<file path="config.mk">
export PLATFORM = sky130hd
export DESIGN_NAME = software_timer_slot_table_top_flat
export DESIGN_NICKNAME = d
export VERILOG_FILES = /design/src/hw/rtl/stt_pkg.sv /design/src/hw/rtl/stt_in_if.sv /design/src/hw/rtl/stt_out_if.sv /design/src/hw/rtl/stt_cell.sv /design/src/hw/rtl/stt_ctrl.sv /design/src/hw/rtl/software_timer_slot_table_top.sv /design/src/flat_wrapper.sv
export SDC_FILE = /design/constraint.sdc
export NUM_CORES = 1
export LEC_CHECK = 0
export BUFFER_PORTS_ARGS = -buffer_cell sky130_fd_sc_hd__buf_2
export CAP_MARGIN = 20
export CORE_UTILIZATION = 30
export DETAILED_ROUTE_END_ITERATION = 8
export PLACE_DENSITY_LB_ADDON = 0.05
export SYNTH_ARGS = -nofsm -noshare
export SYNTH_HDL_FRONTEND = slang
export SYNTH_SLANG_ARGS = --single-unit
</file>
<file path="constraint.sdc">
create_clock -name clk -period 12.9 [get_ports clk]
set_input_delay 0.645 -clock clk [delete_from_list [all_inputs] [get_ports clk]]
set_output_delay 0.645 -clock clk [all_outputs]
set_load 0.02 [all_outputs]
</file>
<file path="src/hw/rtl/stt_pkg.sv">
// Package of the timer slot table: sizes, codes, the slot record and time helpers.
// Depends on nothing; used by every other file of the block but the assertion macro header.
package stt_pkg;

    // Number of slots held in the chain of cells.
    localparam int NUM_SLOTS = 16;
    localparam int IDX_W     = (NUM_SLOTS > 1) ? $clog2(NUM_SLOTS) : 1;
    localparam int SLOT_W    = 4;
    localparam int CMP_W     = (IDX_W > SLOT_W) ? IDX_W : SLOT_W;
    localparam int TIME_W    = 32;
    localparam int SAMPLE_W  = 16;

    localparam logic [TIME_W-1:0] HIGH_MASK  = 32'hffff_0000;
    localparam logic [TIME_W-1:0] WRAP_STEP  = 32'h0001_0000;
    localparam logic [TIME_W-1:0] HALF_RANGE = 32'h8000_0000;

    // Operation codes of an input beat.
    typedef enum logic [1:0] {
        FUNC_TICK   = 2'd0,
        FUNC_ADD    = 2'd1,
        FUNC_REMOVE = 2'd2,
        FUNC_CHECK  = 2'd3
    } func_e_t;

    // Result kinds.
    localparam logic KIND_EXPIRED = 1'b0;
    localparam logic KIND_CHECK   = 1'b1;

    // Sequencer states.
    typedef enum logic [1:0] {
        ST_IDLE,
        ST_SCAN,
        ST_FLUSH
    } stt_state_t;

    // One timer slot as it travels along the chain.
    typedef struct packed {
        logic              armed;
        logic              periodic;
        logic [TIME_W-1:0] period;
        logic [TIME_W-1:0] deadline;
    } slot_rec_t;

    // Extend a 16-bit counter sample to 32-bit time, counting wraps.
    function automatic logic [TIME_W-1:0] advance_time(input logic [TIME_W-1:0] prev,
                                                       input logic [SAMPLE_W-1:0] sample);
        logic [TIME_W-1:0] t;
        t = (prev & HIGH_MASK) | {{(TIME_W-SAMPLE_W){1'b0}}, sample};
        if (prev > t)
        begin
            t = t + WRAP_STEP;
        end
        return t;
    endfunction

endpackage

</file>
<file path="src/hw/rtl/stt_in_if.sv">
// Request channel of the timer slot table: valid, ready and the operation payload.
// Depends on stt_pkg.
interface stt_in_if
    import stt_pkg::*;
();
    logic                valid;
    logic                ready;
    logic [1:0]          func;
    logic [SLOT_W-1:0]   slot;
    logic                mode;
    logic [TIME_W-1:0]   period;
    logic [SAMPLE_W-1:0] counter_sample;

    modport source (output valid, func, slot, mode, period, counter_sample, input ready);
    modport sink (input valid, func, slot, mode, period, counter_sample, output ready);
    modport monitor (input valid, ready, func, slot, mode, period, counter_sample);
endinterface

</file>
<file path="src/hw/rtl/stt_out_if.sv">
// Result channel of the timer slot table: valid, ready and one result beat.
// Depends on stt_pkg.
interface stt_out_if
    import stt_pkg::*;
();
    logic              valid;
    logic              ready;
    logic              kind;
    logic [SLOT_W-1:0] slot_out;
    logic              present;
    logic              last;

    modport source (output valid, kind, slot_out, present, last, input ready);
    modport sink (input valid, kind, slot_out, present, last, output ready);
    modport monitor (input valid, ready, kind, slot_out, present, last);
endinterface

</file>
<file path="src/hw/rtl/stt_cell.sv">
// One cell of the slot ring: holds a single slot record and takes its
// neighbor's record on every shift. Depends on stt_pkg.
module stt_cell
    import stt_pkg::*;
(
    input  logic      clk,
    input  logic      rst_n,
    input  logic      shift,
    input  slot_rec_t d,
    output slot_rec_t q
);

    logic              armed_reg;
    logic              periodic_reg;
    logic [TIME_W-1:0] period_reg;
    logic [TIME_W-1:0] deadline_reg;

    // Flags come out of reset cleared so every slot starts free.
    always_ff @(posedge clk or negedge rst_n)
    begin
        if (!rst_n)
        begin
            armed_reg    <= 1'b0;
            periodic_reg <= 1'b0;
        end
        else if (shift)
        begin
            armed_reg    <= d.armed;
            periodic_reg <= d.periodic;
        end
    end

    // Period and deadline are only read while the slot is armed.
    always_ff @(posedge clk)
    begin
        if (shift)
        begin
            period_reg   <= d.period;
            deadline_reg <= d.deadline;
        end
    end

    assign q = '{armed: armed_reg, periodic: periodic_reg,
                 period: period_reg, deadline: deadline_reg};

endmodule

</file>
<file path="src/hw/rtl/stt_ctrl.sv">
// Sequencer of the timer slot table: time extension, head-of-ring update,
// expiry ordering and the result register. Depends on stt_pkg and the channel interfaces.
module stt_ctrl
    import stt_pkg::*;
(
    input  logic      clk,
    input  logic      rst_n,
    stt_in_if.sink    req,
    stt_out_if.source rsp,
    input  slot_rec_t head,
    output logic      shift,
    output slot_rec_t head_next
);

    stt_state_t          state_reg, state_next;
    logic [TIME_W-1:0]   now_reg, now_next;
    func_e_t             func_reg, func_next;
    logic [SLOT_W-1:0]   slot_reg, slot_next;
    logic                mode_reg, mode_next;
    logic [TIME_W-1:0]   period_reg, period_next;
    logic [IDX_W-1:0]    idx_reg, idx_next;
    logic                pend_valid_reg, pend_valid_next;
    logic [IDX_W-1:0]    pend_idx_reg, pend_idx_next;
    logic                chk_present_reg, chk_present_next;

    logic                out_valid_reg;
    logic                out_kind_reg;
    logic [SLOT_W-1:0]   out_slot_reg;
    logic                out_present_reg;
    logic                out_last_reg;

    logic                push;
    logic                push_kind;
    logic [SLOT_W-1:0]   push_slot;
    logic                push_present;
    logic                push_last;

    logic                out_free;
    logic                match;
    logic                expired;
    logic                last_idx;
    logic [TIME_W-1:0]   age;
    logic [TIME_W-1:0]   reload_dl;
    logic [TIME_W-1:0]   add_dl;

    // Per-cycle arithmetic on the record at the head of the ring.
    always_comb
    begin
        out_free  = !out_valid_reg || rsp.ready;
        match     = (CMP_W'(idx_reg) == CMP_W'(slot_reg));
        age       = now_reg - head.deadline;
        expired   = head.armed && (age < HALF_RANGE);
        reload_dl = now_reg + head.period;
        add_dl    = now_reg + period_reg;
        last_idx  = (idx_reg == IDX_W'(NUM_SLOTS - 1));
    end

    // State and item registers.
    always_ff @(posedge clk or negedge rst_n)
    begin
        if (!rst_n)
        begin
            state_reg       <= ST_IDLE;
            now_reg         <= '0;
            func_reg        <= FUNC_TICK;
            idx_reg         <= '0;
            pend_valid_reg  <= 1'b0;
        end
        else
        begin
            state_reg       <= state_next;
            now_reg         <= now_next;
            func_reg        <= func_next;
            idx_reg         <= idx_next;
            pend_valid_reg  <= pend_valid_next;
        end
    end

    // Payload of the current item.
    always_ff @(posedge clk)
    begin
        slot_reg        <= slot_next;
        mode_reg        <= mode_next;
        period_reg      <= period_next;
        pend_idx_reg    <= pend_idx_next;
        chk_present_reg <= chk_present_next;
    end

    // Next state, ring update and result pushes.
    always_comb
    begin
        state_next       = state_reg;
        now_next         = now_reg;
        func_next        = func_reg;
        slot_next        = slot_reg;
        mode_next        = mode_reg;
        period_next      = period_reg;
        idx_next         = idx_reg;
        pend_valid_next  = pend_valid_reg;
        pend_idx_next    = pend_idx_reg;
        chk_present_next = chk_present_reg;
        shift            = 1'b0;
        head_next        = head;
        push             = 1'b0;
        push_kind        = KIND_EXPIRED;
        push_slot        = SLOT_W'(pend_idx_reg);
        push_present     = 1'b0;
        push_last        = 1'b0;
        req.ready        = 1'b0;

        unique case (state_reg)
            ST_IDLE:
            begin
                req.ready = 1'b1;
                if (req.valid)
                begin
                    now_next         = advance_time(now_reg, req.counter_sample);
                    func_next        = func_e_t'(req.func);
                    slot_next        = req.slot;
                    mode_next        = req.mode;
                    period_next      = req.period;
                    idx_next         = '0;
                    pend_valid_next  = 1'b0;
                    chk_present_next = 1'b0;
                    state_next       = ST_SCAN;
                end
            end

            ST_SCAN:
            begin
                shift = 1'b1;
                unique case (func_reg)
                    FUNC_TICK:
                    begin
                        if (expired)
                        begin
                            if (head.periodic)
                            begin
                                head_next.deadline = reload_dl;
                            end
                            else
                            begin
                                head_next.armed = 1'b0;
                            end
                            // An earlier expiry waits until this one shows it is not last.
                            if (pend_valid_reg)
                            begin
                                if (out_free)
                                begin
                                    push = 1'b1;
                                end
                                else
                                begin
                                    shift = 1'b0;
                                end
                            end
                            if (shift)
                            begin
                                pend_valid_next = 1'b1;
                                pend_idx_next   = idx_reg;
                            end
                        end
                    end
                    FUNC_ADD:
                    begin
                        if (match)
                        begin
                            head_next = '{armed: 1'b1, periodic: mode_reg,
                                          period: period_reg, deadline: add_dl};
                        end
                    end
                    FUNC_REMOVE:
                    begin
                        if (match)
                        begin
                            head_next.armed = 1'b0;
                        end
                    end
                    FUNC_CHECK:
                    begin
                        if (match)
                        begin
                            chk_present_next = head.armed;
                        end
                    end
                endcase

                if (shift)
                begin
                    idx_next = idx_reg + 1'b1;
                    if (last_idx)
                    begin
                        idx_next   = '0;
                        state_next = ST_FLUSH;
                    end
                end
            end

            ST_FLUSH:
            begin
                if (func_reg == FUNC_TICK && pend_valid_reg)
                begin
                    if (out_free)
                    begin
                        push            = 1'b1;
                        push_last       = 1'b1;
                        pend_valid_next = 1'b0;
                        state_next      = ST_IDLE;
                    end
                end
                else if (func_reg == FUNC_CHECK)
                begin
                    if (out_free)
                    begin
                        push         = 1'b1;
                        push_kind    = KIND_CHECK;
                        push_slot    = slot_reg;
                        push_present = chk_present_reg;
                        push_last    = 1'b1;
                        state_next   = ST_IDLE;
                    end
                end
                else
                begin
                    state_next = ST_IDLE;
                end
            end

            default:
            begin
                state_next = ST_IDLE;
            end
        endcase
    end

    // Result register: holds a beat until the sink takes it.
    always_ff @(posedge clk or negedge rst_n)
    begin
        if (!rst_n)
        begin
            out_valid_reg <= 1'b0;
        end
        else if (push)
        begin
            out_valid_reg <= 1'b1;
        end
        else if (rsp.ready)
        begin
            out_valid_reg <= 1'b0;
        end
    end

    always_ff @(posedge clk)
    begin
        if (push)
        begin
            out_kind_reg    <= push_kind;
            out_slot_reg    <= push_slot;
            out_present_reg <= push_present;
            out_last_reg    <= push_last;
        end
    end

    assign rsp.valid    = out_valid_reg;
    assign rsp.kind     = out_kind_reg;
    assign rsp.slot_out = out_slot_reg;
    assign rsp.present  = out_present_reg;
    assign rsp.last     = out_last_reg;

endmodule

</file>
<file path="src/hw/rtl/software_timer_slot_table_top.sv">
// Every request beat carries a 16-bit counter sample that is extended to a 32-bit time
// (upper half kept, 0x10000 added on wrap); the operation is tick, add, remove or check.
// The slots live in a ring of NUM_SLOTS cells that rotates one place per cycle past a
// single update point. Each beat is accepted, the ring is rotated once through, and a
// final step sends the last result of a check or of a tick with expiries; add, remove
// and a tick with none send no result. A tick sends its expired slots in index order,
// the last one flagged, and the rotation pauses while the result register waits on
// the sink. A new request is taken while the previous final result still waits there.
// Depends on stt_pkg, stt_in_if, stt_out_if, stt_cell and stt_ctrl.
module software_timer_slot_table_top
    import stt_pkg::*;
(
    input  logic      clk,
    input  logic      rst_n,
    stt_in_if.sink    req,
    stt_out_if.source rsp
);

    slot_rec_t cell_q [NUM_SLOTS];
    slot_rec_t cell_d [NUM_SLOTS];
    slot_rec_t head_next;
    logic      shift;

    // Sequencer working on the record at cell zero.
    stt_ctrl u_ctrl (
        .clk       (clk),
        .rst_n     (rst_n),
        .req       (req),
        .rsp       (rsp),
        .head      (cell_q[0]),
        .shift     (shift),
        .head_next (head_next)
    );

    // Ring of cells: each one takes from its upper neighbor, the top one from the head update.
    for (genvar k = 0; k < NUM_SLOTS; k++)
    begin : g_cell
        if (k == NUM_SLOTS - 1)
        begin : g_tail
            assign cell_d[k] = head_next;
        end
        else
        begin : g_link
            assign cell_d[k] = cell_q[k+1];
        end

        stt_cell u_cell (
            .clk   (clk),
            .rst_n (rst_n),
            .shift (shift),
            .d     (cell_d[k]),
            .q     (cell_q[k])
        );
    end

endmodule

</file>
<file path="src/flat_wrapper.sv">
// flat-port wrapper written by rule: the top's interface ports become plain ports
module software_timer_slot_table_top_flat import stt_pkg::*;
  (clk, rst_n, req_valid, req_func, req_slot, req_mode, req_period, req_counter_sample, req_ready, rsp_valid, rsp_kind, rsp_slot_out, rsp_present, rsp_last, rsp_ready);
  stt_in_if req_i ();
  stt_out_if rsp_i ();
  input  logic clk;
  input  logic rst_n;
  input wire logic [$bits(req_i.valid)-1:0] req_valid;
  input wire logic [$bits(req_i.func)-1:0] req_func;
  input wire logic [$bits(req_i.slot)-1:0] req_slot;
  input wire logic [$bits(req_i.mode)-1:0] req_mode;
  input wire logic [$bits(req_i.period)-1:0] req_period;
  input wire logic [$bits(req_i.counter_sample)-1:0] req_counter_sample;
  output wire logic [$bits(req_i.ready)-1:0] req_ready;
  output wire logic [$bits(rsp_i.valid)-1:0] rsp_valid;
  output wire logic [$bits(rsp_i.kind)-1:0] rsp_kind;
  output wire logic [$bits(rsp_i.slot_out)-1:0] rsp_slot_out;
  output wire logic [$bits(rsp_i.present)-1:0] rsp_present;
  output wire logic [$bits(rsp_i.last)-1:0] rsp_last;
  input wire logic [$bits(rsp_i.ready)-1:0] rsp_ready;
  assign req_i.valid = req_valid;
  assign req_i.func = req_func;
  assign req_i.slot = req_slot;
  assign req_i.mode = req_mode;
  assign req_i.period = req_period;
  assign req_i.counter_sample = req_counter_sample;
  assign req_ready = req_i.ready;
  assign rsp_valid = rsp_i.valid;
  assign rsp_kind = rsp_i.kind;
  assign rsp_slot_out = rsp_i.slot_out;
  assign rsp_present = rsp_i.present;
  assign rsp_last = rsp_i.last;
  assign rsp_i.ready = rsp_ready;
  software_timer_slot_table_top u_core (.clk(clk), .rst_n(rst_n), .req(req_i), .rsp(rsp_i));
endmodule
</file>
==> impl_summary.txt <==
----------------------------------------------------
[Detailed routing]
  Vias per inst ... 4.45
  Number of remaining DRC errors ... 0
  Initial DRC Count ... 1,787
  Drt total wl ... 81,100 um
  Avg WL per Cell ... 19.1 um
  Vias after detailed routing ... 18,907
  Post-DRT Antenna Nets ... 0
  TritonRoute pass-1 iters ... 5

[Worst setup path]
  Max Fanout on Critical Path ... 160
  Endpoint of the most critical setup path ... u_core.g_cell[10].u_cell.period_reg[19]$_DFFE_PP_
  Cell repeated most along the worst path ... buf_12
  Critical path endpoint category ... flip-flop
  Worst stage delay on the critical path ... 0.89 ns
  Slowest cell on the critical path ... buf_4
  Arr. time, crit path ... 6.30 ns
  Worst Reg2Reg Path Length in Cells ... 11
  Setup CP Type ... flip-flop to flip-flop
  Destination of the worst register-to-register timing path ... u_core.g_cell[10].u_cell.period_reg[19]$_DFFE_PP_
  Startpoint Class ... flip-flop
  Chain of cells forming the critical path ... ha_1 > nand4_1 > nor4_2 > nand3_1 > o211ai_1 > a41oi_2 > xnor2_2 > o31a_2 > buf_12 > buf_12 > buf_4
  Reg-to-reg slack, setup ... 6.97 ns
  Required time of the worst setup path ... 13.27 ns
  RR Startpoint ... u_core.u_ctrl.now_reg[30]$_DFFE_PN0P_
  Launch point of the worst path ... u_core.u_ctrl.now_reg[30]$_DFFE_PN0P_

[Floorplan]
  Die boundary height ... 371 um
  DIE WIDTH ... 371 um
  Total I/O pin count ... 68
  FP Rows ... 135
  Overall die area ... 0.138 mm^2
  Effective utilization at floorplan ... 30.2%
  Core Footprint ... 0.135 mm^2

[Final layout]
  Post-route cell area ... 0.0478 mm^2
  Area occupied by multi-input gates ... 0.00635 mm^2
  Layout net count ... 2,537
  Core utilization of the finished layout ... 35.3%
  Post-synthesis to final-layout area growth ... 16.7%
  Fraction of layout instances using a drive strength above 1 ... 12.7%
  Finished Layout Cells ... 4,249
  Total area of sequential cells ... 0.0341 mm^2
  Fill cells ... 12,696

[Synth]
  Sequential area share after synthesis ... 83.3%
  Average cell area after synthesis ... 18.9 um^2
  Count of synthesis-stage warnings from yosys ... 0
  Number of distinct standard cells referenced by the synthesized netlist ... 70
  Leading post-synthesis cells by cell area ... edfxtp_1 79%, dfrtp_1 4.5%, ha_1 3.5%
  Synthesized netlist cell count ... 2,168
  Async SR Flop Fraction ... 6.45%
  Most numerous cell in the Yosys netlist ... edfxtp_1
  Post-synthesis register bit count ... 1,147
  Most used flip-flop cell after synthesis ... edfxtp_1
  Most frequent cells after synthesis ... 1,073 x edfxtp_1, 182 x nand2_1, 114 x ha_1
  Total nets after synthesis ... 2,343
  Synth top area share ... 78.8%
  Largest area contributor in the synthesized netlist ... edfxtp_1
  Area of the mapped netlist ... 0.0409 mm^2
  Count of flip-flops with a built-in enable after synthesis ... 1,073

[CTS]
  Number of gates given a new drive strength after cts ... 0
  Number of clock sinks ... 1,147
  Clk buf depth ... 3
  Setup repair bufs after CTS ... 0
  Clock buffers created by TritonCTS ... 134
  TritonCTS clock tree ... yes
  CTS Hold Buffers Added ... 12
  Clk pin slew, worst setup/hold paths ... 0.05 ns
  H-tree depth ... 4
  Root cell of the clock tree ... clkbuf_16
  Latest clock arrival within the worst-skew pair ... 0.75 ns

[Power and ir drop]
  Net switching component of the power ... 0.00335 W
  Clock network fraction of total power ... 30.4%
  Total power of the final layout ... 0.0117 W
  PwrDens ... 246 mW/mm^2
  Largest voltage drop on the vdd net ... 162 uV
  Sw Share ... 28.5%
  Cell-internal power ... 0.00839 W
  Share of power burned in combinational logic ... 17.6%
  Leakage ... 16.8 nW
  Sequential share of power ... 52.1%

[STA]
  Endpoints failing hold ... 0
  Setup repair after global routing missed its margin ... no
  Max Clock Freq ... 169 MHz
  Final worst path period share ... 45.9%
  Post-layout min period ... 5.93 ns
  Final total negative setup slack ... 0 ns
  # setup viols final ... 0
  Slew @ Worst Pin ... 1.19 ns
  Count of final max-slew check failures ... 0
  Max-Slew Margin vs Limit ... 20.8%
  Worst Skew ... 0.0254 ns

[Global route]
  Wire length of the first global-routing pass ... 123,000 um
  Remaining Overflow, GRT ... 0
  Global-route usage over all layers ... 11.9%
  Pin count of the biggest net entering global routing ... 206
  Number of antenna violations at the first check in global routing ... 3
  Number of global-route vias before repair ... 19,297

[Place]
  Total of buffers placed on input and output ports ... 67
  Post-DP HPWL ... 48,700 um
  Routability-driven placement congestion ratio ... 0.780
  Cells after DPL ... 3,995
  Placed inst area ... 0.0435 mm^2

[Min path]
  Hold depth ... 1
  Hold Path Class ... input port to flip-flop

[Run]
  Max-cap violation count ... 0

[Run status]
  Result of the run ... finished clean

----------------------------------------------------
how the worst min path moves through the flow:
stage,start,to
6_report,req_period[20],u_core.u_ctrl.period_reg[20]$_DFFE_PP_
2_1_floorplan,rst_n,u_core.g_cell[0].u_cell.armed_reg$_DFFE_PN0P_
4_1_cts,req_period[30],u_core.u_ctrl.period_reg[30]$_DFFE_PP_
5_1_grt,req_period[30],u_core.u_ctrl.period_reg[30]$_DFFE_PP_
3_3_place_gp,u_core.g_cell[4].u_cell.deadline_reg[19]$_DFFE_PP_,u_core.g_cell[3].u_cell.deadline_reg[19]$_DFFE_PP_
3_5_place_dp,u_core.g_cell[1].u_cell.deadline_reg[19]$_DFFE_PP_,u_core.g_cell[0].u_cell.deadline_reg[19]$_DFFE_PP_
layer usage:
layer	share of wire [%]	global-route usage, %
met1	51	18.0
met2	42	16.5
met3	3.5	2.58
met4	3.0	5.03
met5	0	0
final cells by class:
cell class | count | area share, %
repair buffers | 93 | 1.31
diodes | 2 | 0.0105
inverters | 87 | 0.684
clock inverters | 65 | 1.30
clock buffers | 175 | 7.39
well taps | 1781 | 4.67
flip-flops and latches | 1147 | 71.4
multi-input cells | 899 | 13.3
cell usage in the layout (no fill, tap or decap), types with 10 or more instances in the layout:
cell	instances
nand4_1	22
clkinv_2	20
clkbuf_16	134
buf_4	10
nor3_1	16
a21o_1	41
a22oi_1	20
xor2_1	33
dfrtp_1	74
ha_1	114
edfxtp_1	1073
a21oi_1	78
o21bai_1	16
buf_2	66
inv_1	86
o21ai_1	16
o211ai_1	10
o21ai_0	64
nand3_1	20
a211oi_1	10
clkinv_1	21
xnor2_1	44
nand2b_1	12
nand2_1	182
mux2_4	23
o21a_1	10
clkbuf_1	39
nor2_1	50
dlygate4sd3_1	12
cell families after synthesis:
group                    after synthesis  share of synthesized area (%)
XOR/XNOR                              78                           1.69
adder cells (fa/ha/maj)              116                           3.59
AO/OA/AOI/OAI                        332                           5.35
buffers and inverters                122                           1.21
AND/OR/NAND/NOR                      338                           3.69
multiplexers                          35                           1.17
flip-flops                          1147                           83.3
power groups by stage:
| stage | registers (W) | clock network [W] | logic [W] |
|---|---|---|---|
| 3_5_place_dp | 0.00618 | 0 | 0.00210 |
| 5_1_grt | 0.00623 | 0.00386 | 0.00232 |
| 2_1_floorplan | 0.00617 | 0 | 0.00146 |
| 3_3_place_gp | 0.00616 | 0 | 0.00209 |
| 4_1_cts | 0.00613 | 0.00373 | 0.00211 |
| 6_report | 0.00611 | 0.00357 | 0.00206 |
per-stage QoR:
step / hold slack [ns] / setup slack (ns)
after floorplan: 0.349 / 5.23
after global placement: 0.400 / 6.98
after detailed placement: 0.405 / 6.89
after CTS: 0.0000525 / 6.87
after global routing: 0.0230 / 6.43
final: 0.0806 / 6.97
worst max-delay path: cells and delay by family, from the launching register on:
family | cells | cell delay [ns]
adder cells (fa/ha/maj) | 1 | 0.37
AO/OA/AOI/OAI | 3 | 0.97
AND/OR/NAND/NOR | 3 | 0.89
buffers and inverters | 3 | 2.05
flip-flops | 1 | 0.47
XOR/XNOR | 1 | 0.50
Note: power is estimated with default switching activity, not from simulation.
